--- config.mk ---
export PLATFORM = sky130hd
export DESIGN_NAME = light_sensor_block_averager
export DESIGN_NICKNAME = d
export VERILOG_FILES = /design/src/rtl/lsba_pkg.sv /design/src/rtl/lsba_front.sv /design/src/rtl/lsba_queue.sv /design/src/rtl/lsba_back.sv /design/src/rtl/light_sensor_block_averager.sv
export VERILOG_INCLUDE_DIRS = /design/src /design/src/rtl
export SDC_FILE = /design/constraint.sdc
export NUM_CORES = 1
export LEC_CHECK = 0
export BUFFER_PORTS_ARGS = -buffer_cell sky130_fd_sc_hd__buf_2
export CAP_MARGIN = 20
export CORE_MARGIN = 5
export CORE_UTILIZATION = 42
export CTS_CLUSTER_DIAMETER = 120
export CTS_CLUSTER_SIZE = 28
export DETAILED_ROUTE_END_ITERATION = 8
export PLACE_DENSITY = 0.55
export SYNTH_ARGS = -nofsm -noshare
export SYNTH_HDL_FRONTEND = slang
export SYNTH_SLANG_ARGS = --single-unit
--- constraint.sdc ---
create_clock -name clk -period 7.5 [get_ports clk]
set_clock_uncertainty 0.2 [all_clocks]
set_input_delay 0 -clock clk [delete_from_list [all_inputs] [get_ports clk]]
set_output_delay 0 -clock clk [all_outputs]
set_load 0.005 [all_outputs]
--- src/rtl/light_sensor_block_averager_macros.svh ---
// assertion macros shared by the light sensor block averager rtl
// no dependencies; bodies are empty when SYNTH is defined
`ifndef LIGHT_SENSOR_BLOCK_AVERAGER_MACROS_SVH
`define LIGHT_SENSOR_BLOCK_AVERAGER_MACROS_SVH

`ifndef SYNTH
`define LSBA_ASSERT_IMPLY(label, clk, rst, ante, cons) \
  label: assert property (@(posedge clk) disable iff (rst) (ante) |-> (cons)) \
    else $error("lsba: assertion failed");
`define LSBA_ASSERT_NEXT(label, clk, rst, ante, cons) \
  label: assert property (@(posedge clk) disable iff (rst) (ante) |=> (cons)) \
    else $error("lsba: assertion failed");
`else
`define LSBA_ASSERT_IMPLY(label, clk, rst, ante, cons)
`define LSBA_ASSERT_NEXT(label, clk, rst, ante, cons)
`endif

`endif

--- src/rtl/lsba_pkg.sv ---
// types, codes and constants of the light sensor block averager
// no dependencies
package lsba_pkg;

  localparam int ADC_BITS   = 10;
  localparam int COEF_BITS  = 22;
  localparam int PROD_BITS  = ADC_BITS + COEF_BITS;
  localparam int FRAC_SHIFT = 8;
  localparam int LUX_BITS   = 24;
  localparam int SUM_BITS   = 40;
  localparam int TIME_BITS  = 32;
  localparam int DIV_CNT_W  = $clog2(SUM_BITS + 1);

  localparam int CFG_IDX_BITS  = 2;
  localparam int CFG_DATA_BITS = 32;

  localparam logic [CFG_IDX_BITS-1:0] CFG_GAIN_MODE       = 2'd0;
  localparam logic [CFG_IDX_BITS-1:0] CFG_SAMPLE_COUNT    = 2'd1;
  localparam logic [CFG_IDX_BITS-1:0] CFG_REPORT_INTERVAL = 2'd2;

  localparam logic [1:0] GAIN_OFF  = 2'd0;
  localparam logic [1:0] GAIN_LOW  = 2'd1;
  localparam logic [1:0] GAIN_MED  = 2'd2;
  localparam logic [1:0] GAIN_HIGH = 2'd3;

  localparam logic [TIME_BITS-1:0] INTERVAL_RESET = 32'd1000;

  localparam logic CMD_SAMPLE = 1'b0;
  localparam logic CMD_STATUS = 1'b1;

  localparam logic CAUSE_PERIODIC = 1'b0;
  localparam logic CAUSE_STATUS   = 1'b1;

  // unsigned q6.16 lux per count, (3.3/1024) times the sensor response
  localparam logic [COEF_BITS-1:0] COEF_LOW  = 22'd3911111;
  localparam logic [COEF_BITS-1:0] COEF_MED  = 22'd431020;
  localparam logic [COEF_BITS-1:0] COEF_HIGH = 22'd41412;

  typedef struct packed {
    logic                 command;
    logic [ADC_BITS-1:0]  adc_sample;
    logic [TIME_BITS-1:0] now_ms;
  } req_t;

  typedef struct packed {
    logic [LUX_BITS-1:0] average_lux;
    logic                report_cause;
  } rpt_t;

  typedef struct packed {
    logic                 is_status;
    logic [LUX_BITS-1:0]  lux;
    logic [TIME_BITS-1:0] now_ms;
  } q_entry_t;

  typedef enum logic [1:0] {
    BK_IDLE,
    BK_DIV,
    BK_FIN
  } back_state_t;

  function automatic logic [COEF_BITS-1:0] coef_for(input logic [1:0] gain);
    logic [COEF_BITS-1:0] c;
    case (gain)
      GAIN_LOW:  c = COEF_LOW;
      GAIN_MED:  c = COEF_MED;
      GAIN_HIGH: c = COEF_HIGH;
      default:   c = '0;
    endcase
    return c;
  endfunction

endpackage

--- src/rtl/lsba_front.sv ---
// front end: accepts items, scales samples to lux and pushes queue entries
// depends on lsba_pkg
module lsba_front (
  input  logic                   clk,
  input  logic                   rst,
  input  logic [1:0]             gain_mode,
  input  logic                   req_valid,
  output logic                   req_ready,
  input  lsba_pkg::req_t         req,
  input  logic                   q_full,
  output logic                   q_push,
  output lsba_pkg::q_entry_t     q_din
);

  logic                             stage_valid;
  lsba_pkg::req_t                   stage_req;
  logic [lsba_pkg::PROD_BITS-1:0]   product;

  assign req_ready = !stage_valid || !q_full;
  assign q_push    = stage_valid && !q_full;

  // 10 x 22 bit product stays below 2^32, so the q16.8 value fits 24 bits
  assign product = lsba_pkg::PROD_BITS'(stage_req.adc_sample) *
                   lsba_pkg::PROD_BITS'(lsba_pkg::coef_for(gain_mode));

  always_comb begin
    q_din.is_status = (stage_req.command == lsba_pkg::CMD_STATUS);
    q_din.lux       = product[lsba_pkg::FRAC_SHIFT +: lsba_pkg::LUX_BITS];
    q_din.now_ms    = stage_req.now_ms;
  end

  always_ff @(posedge clk) begin
    if (rst) begin
      stage_valid <= 1'b0;
    end else begin
      stage_valid <= (req_valid && req_ready) || (stage_valid && !q_push);
    end
    if (req_valid && req_ready) begin
      stage_req <= req;
    end
  end

endmodule

--- src/rtl/lsba_queue.sv ---
// short queue of classified items between front and back end
// depends on lsba_pkg
module lsba_queue #(
  parameter int DEPTH = 2
) (
  input  logic               clk,
  input  logic               rst,
  input  logic               push,
  input  lsba_pkg::q_entry_t din,
  output logic               full,
  input  logic               pop,
  output lsba_pkg::q_entry_t dout,
  output logic               empty
);

  localparam int PTR_W = (DEPTH > 1) ? $clog2(DEPTH) : 1;
  localparam int CNT_W = $clog2(DEPTH + 1);

  lsba_pkg::q_entry_t entries [DEPTH];
  logic [PTR_W-1:0]   wr_ptr;
  logic [PTR_W-1:0]   rd_ptr;
  logic [CNT_W-1:0]   fill;

  assign full  = (fill == CNT_W'(DEPTH));
  assign empty = (fill == '0);
  assign dout  = entries[rd_ptr];

  always_ff @(posedge clk) begin
    if (rst) begin
      wr_ptr <= '0;
      rd_ptr <= '0;
      fill   <= '0;
    end else begin
      if (push) begin
        wr_ptr <= (wr_ptr == PTR_W'(DEPTH - 1)) ? '0 : wr_ptr + 1'b1;
      end
      if (pop) begin
        rd_ptr <= (rd_ptr == PTR_W'(DEPTH - 1)) ? '0 : rd_ptr + 1'b1;
      end
      if (push && !pop) begin
        fill <= fill + 1'b1;
      end else if (pop && !push) begin
        fill <= fill - 1'b1;
      end
    end
    if (push) begin
      entries[wr_ptr] <= din;
    end
  end

endmodule

--- src/rtl/lsba_back.sv ---
// back end: block sum, bit-serial block division and report decision
// depends on lsba_pkg and light_sensor_block_averager_macros.svh
`include "light_sensor_block_averager_macros.svh"

module lsba_back #(
  parameter int COUNT_BITS = 16
) (
  input  logic                            clk,
  input  logic                            rst,
  input  logic [COUNT_BITS-1:0]           sample_count,
  input  logic [lsba_pkg::TIME_BITS-1:0]  report_interval_ms,
  input  logic                            q_empty,
  input  lsba_pkg::q_entry_t              q_dout,
  output logic                            q_pop,
  output logic                            rpt_valid,
  input  logic                            rpt_ready,
  output lsba_pkg::rpt_t                  rpt
);

  localparam int SB = lsba_pkg::SUM_BITS;
  localparam int LB = lsba_pkg::LUX_BITS;
  localparam int TB = lsba_pkg::TIME_BITS;
  localparam int DW = lsba_pkg::DIV_CNT_W;

  lsba_pkg::back_state_t state, state_next;

  logic [SB-1:0]         lux_sum, lux_sum_next;
  logic [COUNT_BITS-1:0] samples_taken, samples_taken_next;
  logic [LB-1:0]         held_average, held_average_next;
  logic [TB-1:0]         last_report_ms, last_report_ms_next;
  logic [SB-1:0]         div_num, div_num_next;
  logic [COUNT_BITS-1:0] div_rem, div_rem_next;
  logic [DW-1:0]         div_cnt, div_cnt_next;
  logic [TB-1:0]         pend_now, pend_now_next;
  logic                  rpt_valid_next;
  lsba_pkg::rpt_t        rpt_next;

  logic [SB:0]           sum_add;
  logic [SB-1:0]         sum_sat;
  logic [COUNT_BITS-1:0] taken_inc;
  logic                  closes;
  logic [COUNT_BITS:0]   rem_shift;
  logic [COUNT_BITS:0]   rem_sub;
  logic                  rem_ge;
  logic [LB-1:0]         quot_sat;
  logic [TB-1:0]         deadline;
  logic [TB-1:0]         now_sel;
  logic [LB-1:0]         held_sel;
  logic                  due;
  logic                  out_free;
  logic                  load;
  logic                  load_cause;

  assign sum_add   = {1'b0, lux_sum} + (SB + 1)'(q_dout.lux);
  assign sum_sat   = sum_add[SB] ? '1 : sum_add[SB-1:0];
  assign taken_inc = samples_taken + 1'b1;
  assign closes    = (taken_inc >= sample_count);

  assign rem_shift = {div_rem, div_num[SB-1]};
  assign rem_ge    = (rem_shift >= {1'b0, sample_count});
  assign rem_sub   = rem_shift - {1'b0, sample_count};
  assign quot_sat  = (|div_num[SB-1:LB]) ? '1 : div_num[LB-1:0];

  assign deadline  = last_report_ms + report_interval_ms;
  assign now_sel   = (state == lsba_pkg::BK_FIN) ? pend_now : q_dout.now_ms;
  assign held_sel  = (state == lsba_pkg::BK_FIN) ? quot_sat : held_average;
  assign due       = (now_sel > deadline);
  assign out_free  = !rpt_valid || rpt_ready;

  always_comb begin
    state_next          = state;
    lux_sum_next        = lux_sum;
    samples_taken_next  = samples_taken;
    held_average_next   = held_average;
    last_report_ms_next = last_report_ms;
    div_num_next        = div_num;
    div_rem_next        = div_rem;
    div_cnt_next        = div_cnt;
    pend_now_next       = pend_now;
    q_pop               = 1'b0;
    load                = 1'b0;
    load_cause          = lsba_pkg::CAUSE_PERIODIC;
    case (state)
      lsba_pkg::BK_IDLE: begin
        if (!q_empty && out_free) begin
          q_pop = 1'b1;
          if (q_dout.is_status) begin
            load       = 1'b1;
            load_cause = lsba_pkg::CAUSE_STATUS;
          end else if (closes) begin
            lux_sum_next       = '0;
            samples_taken_next = '0;
            div_num_next       = sum_sat;
            div_rem_next       = '0;
            div_cnt_next       = DW'(SB);
            pend_now_next      = q_dout.now_ms;
            state_next         = lsba_pkg::BK_DIV;
          end else begin
            lux_sum_next       = sum_sat;
            samples_taken_next = taken_inc;
            if (due) begin
              load                = 1'b1;
              last_report_ms_next = q_dout.now_ms;
            end
          end
        end
      end
      lsba_pkg::BK_DIV: begin
        // restoring division, one quotient bit a cycle
        div_num_next = {div_num[SB-2:0], rem_ge};
        div_rem_next = rem_ge ? rem_sub[COUNT_BITS-1:0] : rem_shift[COUNT_BITS-1:0];
        div_cnt_next = div_cnt - 1'b1;
        if (div_cnt == DW'(1)) begin
          state_next = lsba_pkg::BK_FIN;
        end
      end
      lsba_pkg::BK_FIN: begin
        held_average_next = quot_sat;
        if (due) begin
          load                = 1'b1;
          last_report_ms_next = pend_now;
        end
        state_next = lsba_pkg::BK_IDLE;
      end
      default: begin
        state_next = lsba_pkg::BK_IDLE;
      end
    endcase
    rpt_valid_next = (rpt_valid && !rpt_ready) || load;
    rpt_next       = rpt;
    if (load) begin
      rpt_next.average_lux  = held_sel;
      rpt_next.report_cause = load_cause;
    end
  end

  always_ff @(posedge clk) begin
    if (rst) begin
      state          <= lsba_pkg::BK_IDLE;
      lux_sum        <= '0;
      samples_taken  <= '0;
      held_average   <= '0;
      last_report_ms <= '0;
      rpt_valid      <= 1'b0;
    end else begin
      state          <= state_next;
      lux_sum        <= lux_sum_next;
      samples_taken  <= samples_taken_next;
      held_average   <= held_average_next;
      last_report_ms <= last_report_ms_next;
      rpt_valid      <= rpt_valid_next;
    end
    div_num  <= div_num_next;
    div_rem  <= div_rem_next;
    div_cnt  <= div_cnt_next;
    pend_now <= pend_now_next;
    rpt      <= rpt_next;
  end

  `LSBA_ASSERT_NEXT(a_block_clears, clk, rst, state == lsba_pkg::BK_IDLE && state_next == lsba_pkg::BK_DIV, lux_sum == '0 && samples_taken == '0)
  `LSBA_ASSERT_IMPLY(a_div_count_live, clk, rst, state == lsba_pkg::BK_DIV, div_cnt != '0)
  `LSBA_ASSERT_NEXT(a_fin_returns, clk, rst, state == lsba_pkg::BK_FIN, state == lsba_pkg::BK_IDLE)
  `LSBA_ASSERT_IMPLY(a_pop_when_idle, clk, rst, q_pop, state == lsba_pkg::BK_IDLE && !q_empty && out_free)

endmodule

--- src/rtl/light_sensor_block_averager.sv ---
// Light sensor block averager.
// Request channel (req_valid/req_ready/req) carries an adc sample with its
// millisecond time stamp, or a status request. Report channel
// (rpt_valid/rpt_ready/rpt) carries the held block average in q16.8 lux and
// whether it answers a status request or is a periodic report.
// A sample that does not close a block passes the front register and the
// queue, and its report, if any, is registered by the back end; the sample
// that closes a block runs a bit-serial division by sample_count and
// reports, if due, from the finishing state. The back end takes one queued
// item a cycle while the report output is free, except during division and finish.
// A two-entry queue and the front register keep the request side accepting
// while a report waits for the receiver; once they fill, req_ready drops.
// Reset clears the block sum, the sample count, the held average and the
// last report time and loads gain 1, count 1 and a 1000 ms interval.
// Configuration (cfg_wr_en/cfg_index/cfg_data) must be written while idle only; the block does not enforce it.
// depends on lsba_pkg, lsba_front, lsba_queue and lsba_back
module light_sensor_block_averager #(
  parameter int COUNT_BITS = 16
) (
  input  logic                                clk,
  input  logic                                rst,
  input  logic                                cfg_wr_en,
  input  logic [lsba_pkg::CFG_IDX_BITS-1:0]   cfg_index,
  input  logic [lsba_pkg::CFG_DATA_BITS-1:0]  cfg_data,
  input  logic                                req_valid,
  output logic                                req_ready,
  input  lsba_pkg::req_t                      req,
  output logic                                rpt_valid,
  input  logic                                rpt_ready,
  output lsba_pkg::rpt_t                      rpt
);

  logic [1:0]                       gain_mode;
  logic [COUNT_BITS-1:0]            sample_count;
  logic [lsba_pkg::TIME_BITS-1:0]   report_interval_ms;
  logic [COUNT_BITS-1:0]            count_wr;

  logic                             q_push;
  logic                             q_pop;
  logic                             q_full;
  logic                             q_empty;
  lsba_pkg::q_entry_t               q_din;
  lsba_pkg::q_entry_t               q_dout;

  assign count_wr = COUNT_BITS'(cfg_data[15:0]);

  always_ff @(posedge clk) begin
    if (rst) begin
      gain_mode          <= lsba_pkg::GAIN_LOW;
      sample_count       <= COUNT_BITS'(1);
      report_interval_ms <= lsba_pkg::INTERVAL_RESET;
    end else if (cfg_wr_en) begin
      case (cfg_index)
        lsba_pkg::CFG_GAIN_MODE: begin
          gain_mode <= cfg_data[1:0];
        end
        lsba_pkg::CFG_SAMPLE_COUNT: begin
          sample_count <= (count_wr == '0) ? COUNT_BITS'(1) : count_wr;
        end
        lsba_pkg::CFG_REPORT_INTERVAL: begin
          report_interval_ms <= cfg_data[lsba_pkg::TIME_BITS-1:0];
        end
        default: begin
        end
      endcase
    end
  end

  lsba_front u_front (
    .clk       (clk),
    .rst       (rst),
    .gain_mode (gain_mode),
    .req_valid (req_valid),
    .req_ready (req_ready),
    .req       (req),
    .q_full    (q_full),
    .q_push    (q_push),
    .q_din     (q_din)
  );

  lsba_queue #(
    .DEPTH (2)
  ) u_queue (
    .clk   (clk),
    .rst   (rst),
    .push  (q_push),
    .din   (q_din),
    .full  (q_full),
    .pop   (q_pop),
    .dout  (q_dout),
    .empty (q_empty)
  );

  lsba_back #(
    .COUNT_BITS (COUNT_BITS)
  ) u_back (
    .clk                (clk),
    .rst                (rst),
    .sample_count       (sample_count),
    .report_interval_ms (report_interval_ms),
    .q_empty            (q_empty),
    .q_dout             (q_dout),
    .q_pop              (q_pop),
    .rpt_valid          (rpt_valid),
    .rpt_ready          (rpt_ready),
    .rpt                (rpt)
  );

endmodule
==> results of run 1 <==
[routing by layer]
layer / vias up / part of all wire, %
li1: 9661 / -
met4: 0 / 1.4
met2: 396 / 47
met3: 46 / 3.9
met1: 9565 / 48
met5: - / 0
[power groups by stage]
| stage | clock [uW] | combinational [uW] | sequential (uW) |
|---|---|---|---|
| detailed placement | 0 | 6300 | 3920 |
| CTS | 1450 | 6410 | 3870 |
| floorplan | 0 | 4720 | 3850 |
| global placement | 0 | 6160 | 3910 |
| finish | 1400 | 6380 | 3860 |
| global route | 1530 | 7240 | 3910 |
[state kept, by name, summed over array words and instances (netlist names), 6 cells and up, named ones only]
name,count
u_back.lux_sum,40
u_back.div_num,40
u_front.stage_req,10
u_back.div_cnt,6
u_back.rpt,25
u_back.div_rem,16
report_interval_ms,32
u_front.q_din,33
sample_count,16
u_back.pend_now,32
u_queue.entries,114
u_back.last_report_ms,32
u_back.samples_taken,16
u_back.held_average,24
[final cells by class]
class | instances | share of cell area (%)
multi-input cells | 1857 | 46.2
well taps | 855 | 3.43
flip-flops and latches | 447 | 37.6
inverters | 240 | 2.89
clock buffers | 30 | 1.79
repair buffers | 300 | 7.86
clock inverters | 8 | 0.293
[per-stage QoR]
stage | area, um2 | setup WS, ps | hold slack, ps | total power (uW)
final | 31200 | 753 | 26.5 | 11600
after global routing | 31200 | 395 | 17.4 | 12700
after CTS | 31100 | 711 | 0.0134 | 11700
after detailed placement | 28800 | 714 | -21.9 | 10200
after global placement | 28800 | 843 | -24.1 | 10100
after floorplan | 27400 | 1170 | -101 | 8560
[worst register-to-register path, stage by stage, from the launching register on]
cell	delay [ps]
dfxtp_1	350
inv_1	130
ha_1	300
and2_1	340
inv_1	260
fa_1	580
inv_1	50
fa_1	530
inv_1	50
fa_1	540
inv_1	60
fa_1	530
inv_1	60
fa_1	500
inv_1	40
ha_1	340
and4_1	200
and2_1	170
a211oi_1	330
nand3b_1	120
o221ai_1	300
o2111ai_1	220
a21oi_1	210
xnor2_1	90
[cells by family (layout without fill, tap and decap cells)]
logic type | Yosys count | in the layout | share of synthesized area, %
AO/OA/AOI/OAI | 522 | 522 | 12.2
XOR/XNOR | 114 | 114 | 3.65
adder cells (fa/ha/maj) | 350 | 350 | 19.8
buffers and inverters | 332 | 578 | 4.75
flip-flops | 447 | 447 | 42.8
multiplexers | 92 | 92 | 3.62
AND/OR/NAND/NOR | 779 | 779 | 13.2
[worst max-delay path by stage]
stage,startpoint,endpoint,slack (ps),cells past startpoint
after floorplan,gain_mode[1],u_queue.entries[0][55],1170,24
after global placement,gain_mode[1],u_queue.entries[0][55],840,23
after detailed placement,gain_mode[1],u_queue.entries[1][55],710,23
after CTS,gain_mode[1],u_queue.entries[0][55],710,23
after global routing,gain_mode[1],u_queue.entries[0][55],400,23
final,gain_mode[1],u_queue.entries[0][55],750,23
[repair_timing]
| action | CTS | global route |
|---|---|---|
| endpoints found under the hold margin | 140 | 0 |
| resized for setup | 0 | 0 |
| endpoints found under the setup margin | 0 | 0 |
| hold buffers | 168 | 0 |
[synth_stat cells (all sizes together) (6+ instances only)]
cell type and number:
edfxtp 276, buf 26, dfxtp 171, nand4 21, nor2 285, a31oi 27
and3 22, fa 138, mux2i 37, or2 7, xnor2 67, nand3b 12
o41ai 6, o31ai 17, xor2 47, o211ai 13, clkbuf 66, and4 6
a211o 8, ha 212, a21o 36, a311oi 6, nor3 36, o21bai 13
a211oi 15, nor4 13, mux2 55, inv 240, nand2 212, and2 30
a2bb2oi 9, a21oi 211, o22a 25, nand3 47, nor2b 43, o21a 12
o21ai 68, or3 16, nand2b 21
==> impl_results.md, run 1 <==
- Share of the synthesized area in the top cell type: 30.3%
- Clock group share of total power: 12.0%
- N_diodes: 0
- Required time worst endpoint: 7630 ps
- Initial antenna violation count: 1
- Slowest CP cell: fa_1
- Seq pwr share: 33.2%
- Slowest cell delay on critical path: 580 ps
- Max_cap viols: 0
- Switching share of power: 41.6%
- Net count after synthesis: 3068
- Max VDD drop: 0.276 mV
- Cell family with most CP delay: adder cells
- P_int: 6790 uW
- Crit path launch type: flip-flop
- Post-synth top flop: edfxtp_1
- Port Buffers: 108
- RSZ-0062 raised after global routing: no
- Initial Utilization: 42.4%
- Worst Hold Path Cells: 4
- DRC marker count from the first detailed-route iteration: 1176
- H-tree levels: 1
- Layout net count: 3299
- Total vias in the final route: 19.7k
- Hold Fails Final Rpt: 0
- Clock Sinks: 447
- Period utilization: 90.0%
- Sequential share of the synthesized area: 42.8%
- Most frequent cells in the layout: nor2_1 (279), edfxtp_1 (276), inv_1 (240), nand2_1 (212), ha_1 (212)
- Die area: 70400 um2
- Placed insts: 3527
- Grt total ovfl: 0
- Yosys warns: 0
- Commonest non-fill, non-tap cell in the layout: nor2_1
- CP endpoint kind: flip-flop
- Post-layout utilization of the core: 48.4%
- Met2 Resource Use GR: 32.5%
- Slew headroom: 29.1%
- Final setup vio count: 0
- Synth Register Bits: 447
- M1 GR Usage: 28.5%
- IO Pins: 109
- HP Class: primary input to flip-flop
- Most used cell, CP: inv_1
- Die Width: 265 um
- FF-to-FF path depth: 23
- Met3 GRT Util: 1.87%
- Detail Route Antenna Nets: 0
- CP Max Fanout: 5
- Multi-input gate area: 14400 um2
- Number of synthesized flops with an enable pin: 276
- Logic pwr share: 54.8%
- Number of setup buffers added after CTS: 0
- GPL Wtd Cong: 0.928
- Distinct cells, synth: 74
- Register clock-pin slew on the reported worst setup and hold paths: 130 ps
- Worst path arrival time: 6880 ps
- Synth Instances: 2636
- Power Density: 373 nW/um2
- R2r startpoint: gain_mode[1]
- Largest net degree at the start of global routing: 96
- Post-synthesis async set-or-reset flop share: 0%
- Outcome: completed
- R2R setup slack: 750 ps
- Placement Rows: 93
- GRT Total Usage: 19.5%
- Post-synth top area cell: edfxtp_1
- Synth Cell Area: 27400 um2
- Synth-to-layout area growth: 14.0%
- CP cell instances: inv_1 > ha_1 > and2_1 > inv_1 > fa_1 > inv_1 > fa_1 > inv_1 > fa_1 > inv_1 > fa_1 > inv_1 > fa_1 > inv_1 > ha_1 > and4_1 > and2_1 > a211oi_1 > nand3b_1 > o221ai_1 > o2111ai_1 > a21oi_1 > xnor2_1
- Setup TNS Final: 0 ps
- HPWL after DPL: 51.7 mm
- Core Footprint: 64500 um2
- TritonCTS clock tree: yes
- Die height: 265 um
- Fin cells: 3737
- R2r endpoint: u_queue.entries[0][55]
- Setup CP Type: flip-flop to flip-flop
- Crit path time final: 6750 ps
- First-pass GRT wire length: 111 mm
- Switching Power: 4840 uW
- Leak: 0.0127 uW
- Number of remaining DRC errors: 0
- Slew @ Worst Pin: 1060 ps
- Worst-Skew Late Latency: 610 ps
- Drt wl/cell: 18.7 um
- Top cells by area, synth: edfxtp_1 (30%), dfxtp_1 (13%), fa_1 (10%)
- Fraction of layout cells with a size suffix above 1: 8.61%
- WP buf/inv: 7
- Hold path start: cfg_data[3]
- Initial DRT Pass Iterations: 5
- Gr busiest metal: met2
- Total CTS buffers: 21
- Root Buffer: clkbuf_16
- Max Slew Vio Count: 0
- Peak Freq: 148 MHz
- Maximum clock path buffer count: 3
- Final-layout fill cell count: 6032
- Final WL: 69.8 mm
- Mean Syn Cell Area: 10.4 um2
- Min-Delay Endpoint: sample_count[3]
- Register area: 11700 um2
- Via density per instance: 5.26
- Number of global-route vias before repair: 19.7k
(Power assumes the default switching activity.)
==> run 2: changes to the inputs <==
REMOVE_ABC_BUFFERS = 1   (was default)
==> impl_results.md, run 2 (synthesis results as in run 1) <==
- Die height: 265 um
- Max Slew Vio Count: 0
- DRC marker count from the first detailed-route iteration: 1198
- Detail Route Antenna Nets: 0
- M1 WL: 31.9 mm
- IO Pins: 109
- Root Buffer: clkbuf_16
- Most used cell, CP: inv_1
- Fraction of layout cells with a size suffix above 1: 8.38%
- Number of global-route vias before repair: 20.3k
- Die Width: 265 um
- Initial Utilization: 42.4%
- Slew @ Worst Pin: 1040 ps
- Initial DRT Pass Iterations: 5
- Max reg flops: 114
- Via density per instance: 5.29
- Placement Rows: 93
- Final WL: 70.0 mm
- Setup CP Type: flip-flop to flip-flop
- HP Class: primary input to flip-flop
- Total vias in the final route: 19.9k
- Setup TNS Final: 0 ps
- Final setup vio count: 0
- R2R setup slack: 460 ps
- Total CTS buffers: 21
- Leak: 0.0127 uW
- Layout net count: 3317
- GRT Total Usage: 19.5%
- Slowest cell delay on critical path: 590 ps
- RSZ-0062 raised after global routing: no
- Die area: 70400 um2
- Synth-to-layout area growth: 14.5%
- TritonCTS clock tree: yes
- Grt total ovfl: 0
- H-tree levels: 1
- CP Max Fanout: 10
- Initial antenna violation count: 1
- CP endpoint kind: flip-flop
- Max_cap viols: 0
- Largest net degree at the start of global routing: 89
- Crit path time final: 7040 ps
- GPL Wtd Cong: 0.884
- Port Buffers: 108
- Crit path launch type: flip-flop
- Hold path start: cfg_data[15]
- Post-layout utilization of the core: 48.6%
- Hold Fails Final Rpt: 0
- Slowest CP cell: fa_1
- WP buf/inv: 7
- Core Footprint: 64500 um2
- Required time worst endpoint: 7630 ps
- Number of remaining DRC errors: 0
- Maximum clock path buffer count: 3
- Worst-Skew Late Latency: 580 ps
- Peak Freq: 142 MHz
- First-pass GRT wire length: 111 mm
- Biggest regs: u_queue.entries: 114 flops, u_back.div_num: 40 flops, u_back.lux_sum: 40 flops
- Period utilization: 93.8%
- Most frequent cells in the layout: nor2_1 (279), edfxtp_1 (276), inv_1 (240), nand2_1 (212), ha_1 (212)
- CP cell instances: inv_1 > ha_1 > and2_1 > inv_1 > fa_1 > inv_1 > fa_1 > inv_1 > fa_1 > inv_1 > fa_1 > inv_1 > fa_1 > inv_1 > ha_1 > and4_1 > and2_1 > a211oi_1 > nand3b_1 > o221ai_1 > o2111ai_1 > a21oi_1 > xnor2_1
- Worst Hold Path Cells: 4
- Power Density: 373 nW/um2
- Number of setup buffers added after CTS: 0
- R2r startpoint: gain_mode[1]
- Top reg by flops: u_queue.entries
- FF-to-FF path depth: 23
- Max VDD drop: 0.356 mV
- DR top layer: met4
- Drt wl/cell: 18.6 um
- Outcome: completed
- Cell family with most CP delay: adder cells
- R2r endpoint: u_queue.entries[1][55]
- Metal3 WL: 2.31 mm
- Worst path arrival time: 7170 ps
- Min-Delay Endpoint: report_interval_ms[15]
- Commonest non-fill, non-tap cell in the layout: nor2_1
- Slew headroom: 30.7%
- Metal2 WL: 34.2 mm
- HPWL after DPL: 51.2 mm
- Register clock-pin slew on the reported worst setup and hold paths: 110 ps
- Clock Sinks: 447
## run 2: cell types whose count changed in the layout (fill, tap and decap cells not counted), sizes merged
cell / delta
buf: -3
dlygate4sd3: +21
clkbuf: +2
inv: -3
clkinv: +2
diode: +1
bufinv: -1
## run 2: metal layers
metal / vias up / track usage (%)
met3: 75 / 2.26
li1: 9705 / -
met1: 9761 / 26.6
met5: - / 0
met4: 0 / 4.41
met2: 312 / 33.7
## run 2: final cells by class
type	count	area, um2
clock inverters	6	81.3
inverters	240	901
well taps	855	1070
fillers	5982	33100
diodes	1	2.50
multi-input cells	1857	14400
repair buffers	318	2590
flip-flops and latches	447	11700
clock buffers	32	567
## run 2: per-stage QoR
stage | power [uW] | instances | setup slack, ps | area [um2] | hold WS, ps
final | 11700 | 3756 | 462 | 31300 | 46.0
after global routing | 12700 | 3755 | 8.80 | 31300 | 22.8
after CTS | 11800 | 3755 | 459 | 31300 | 9.09
after detailed placement | 10300 | 3528 | 489 | 28800 | -21.9
after global placement | 10200 | 3528 | 675 | 28800 | -23.9
after floorplan | 8520 | 2544 | 1270 | 27000 | -131
## run 2: where the power goes
part / total [uW] / switching [uW] / internal, uW
clock network: 1380 / 830 / 552
logic: 6430 / 3830 / 2600
registers: 3860 / 212 / 3640
## run 2: how the worst max path moves through the flow
stage	start	end	slack [ps]	cells after the start
after global placement	gain_mode[1]	u_queue.entries[0][55]	670	23
final	gain_mode[1]	u_queue.entries[1][55]	460	23
after CTS	gain_mode[1]	u_queue.entries[1][55]	460	23
after detailed placement	gain_mode[1]	u_queue.entries[0][55]	490	23
after floorplan	gain_mode[1]	u_queue.entries[0][55]	1270	23
after global routing	gain_mode[1]	u_queue.entries[0][55]	9	23
## run 2: timing repair
action,CTS,global route
hold endpoints to repair,156,0
hold buffers,189,0
resized for setup,0,0
## run 2: worst register-to-register path, cell delays in order, from the launching register on
cell	delay [ps]
dfxtp_1	350
inv_1	130
ha_1	460
and2_1	360
inv_1	250
fa_1	590
inv_1	60
fa_1	530
inv_1	50
fa_1	540
inv_1	60
fa_1	540
inv_1	60
fa_1	520
inv_1	50
ha_1	350
and4_1	220
and2_1	170
a211oi_1	350
nand3b_1	120
o221ai_1	320
o2111ai_1	230
a21oi_1	210
xnor2_1	90
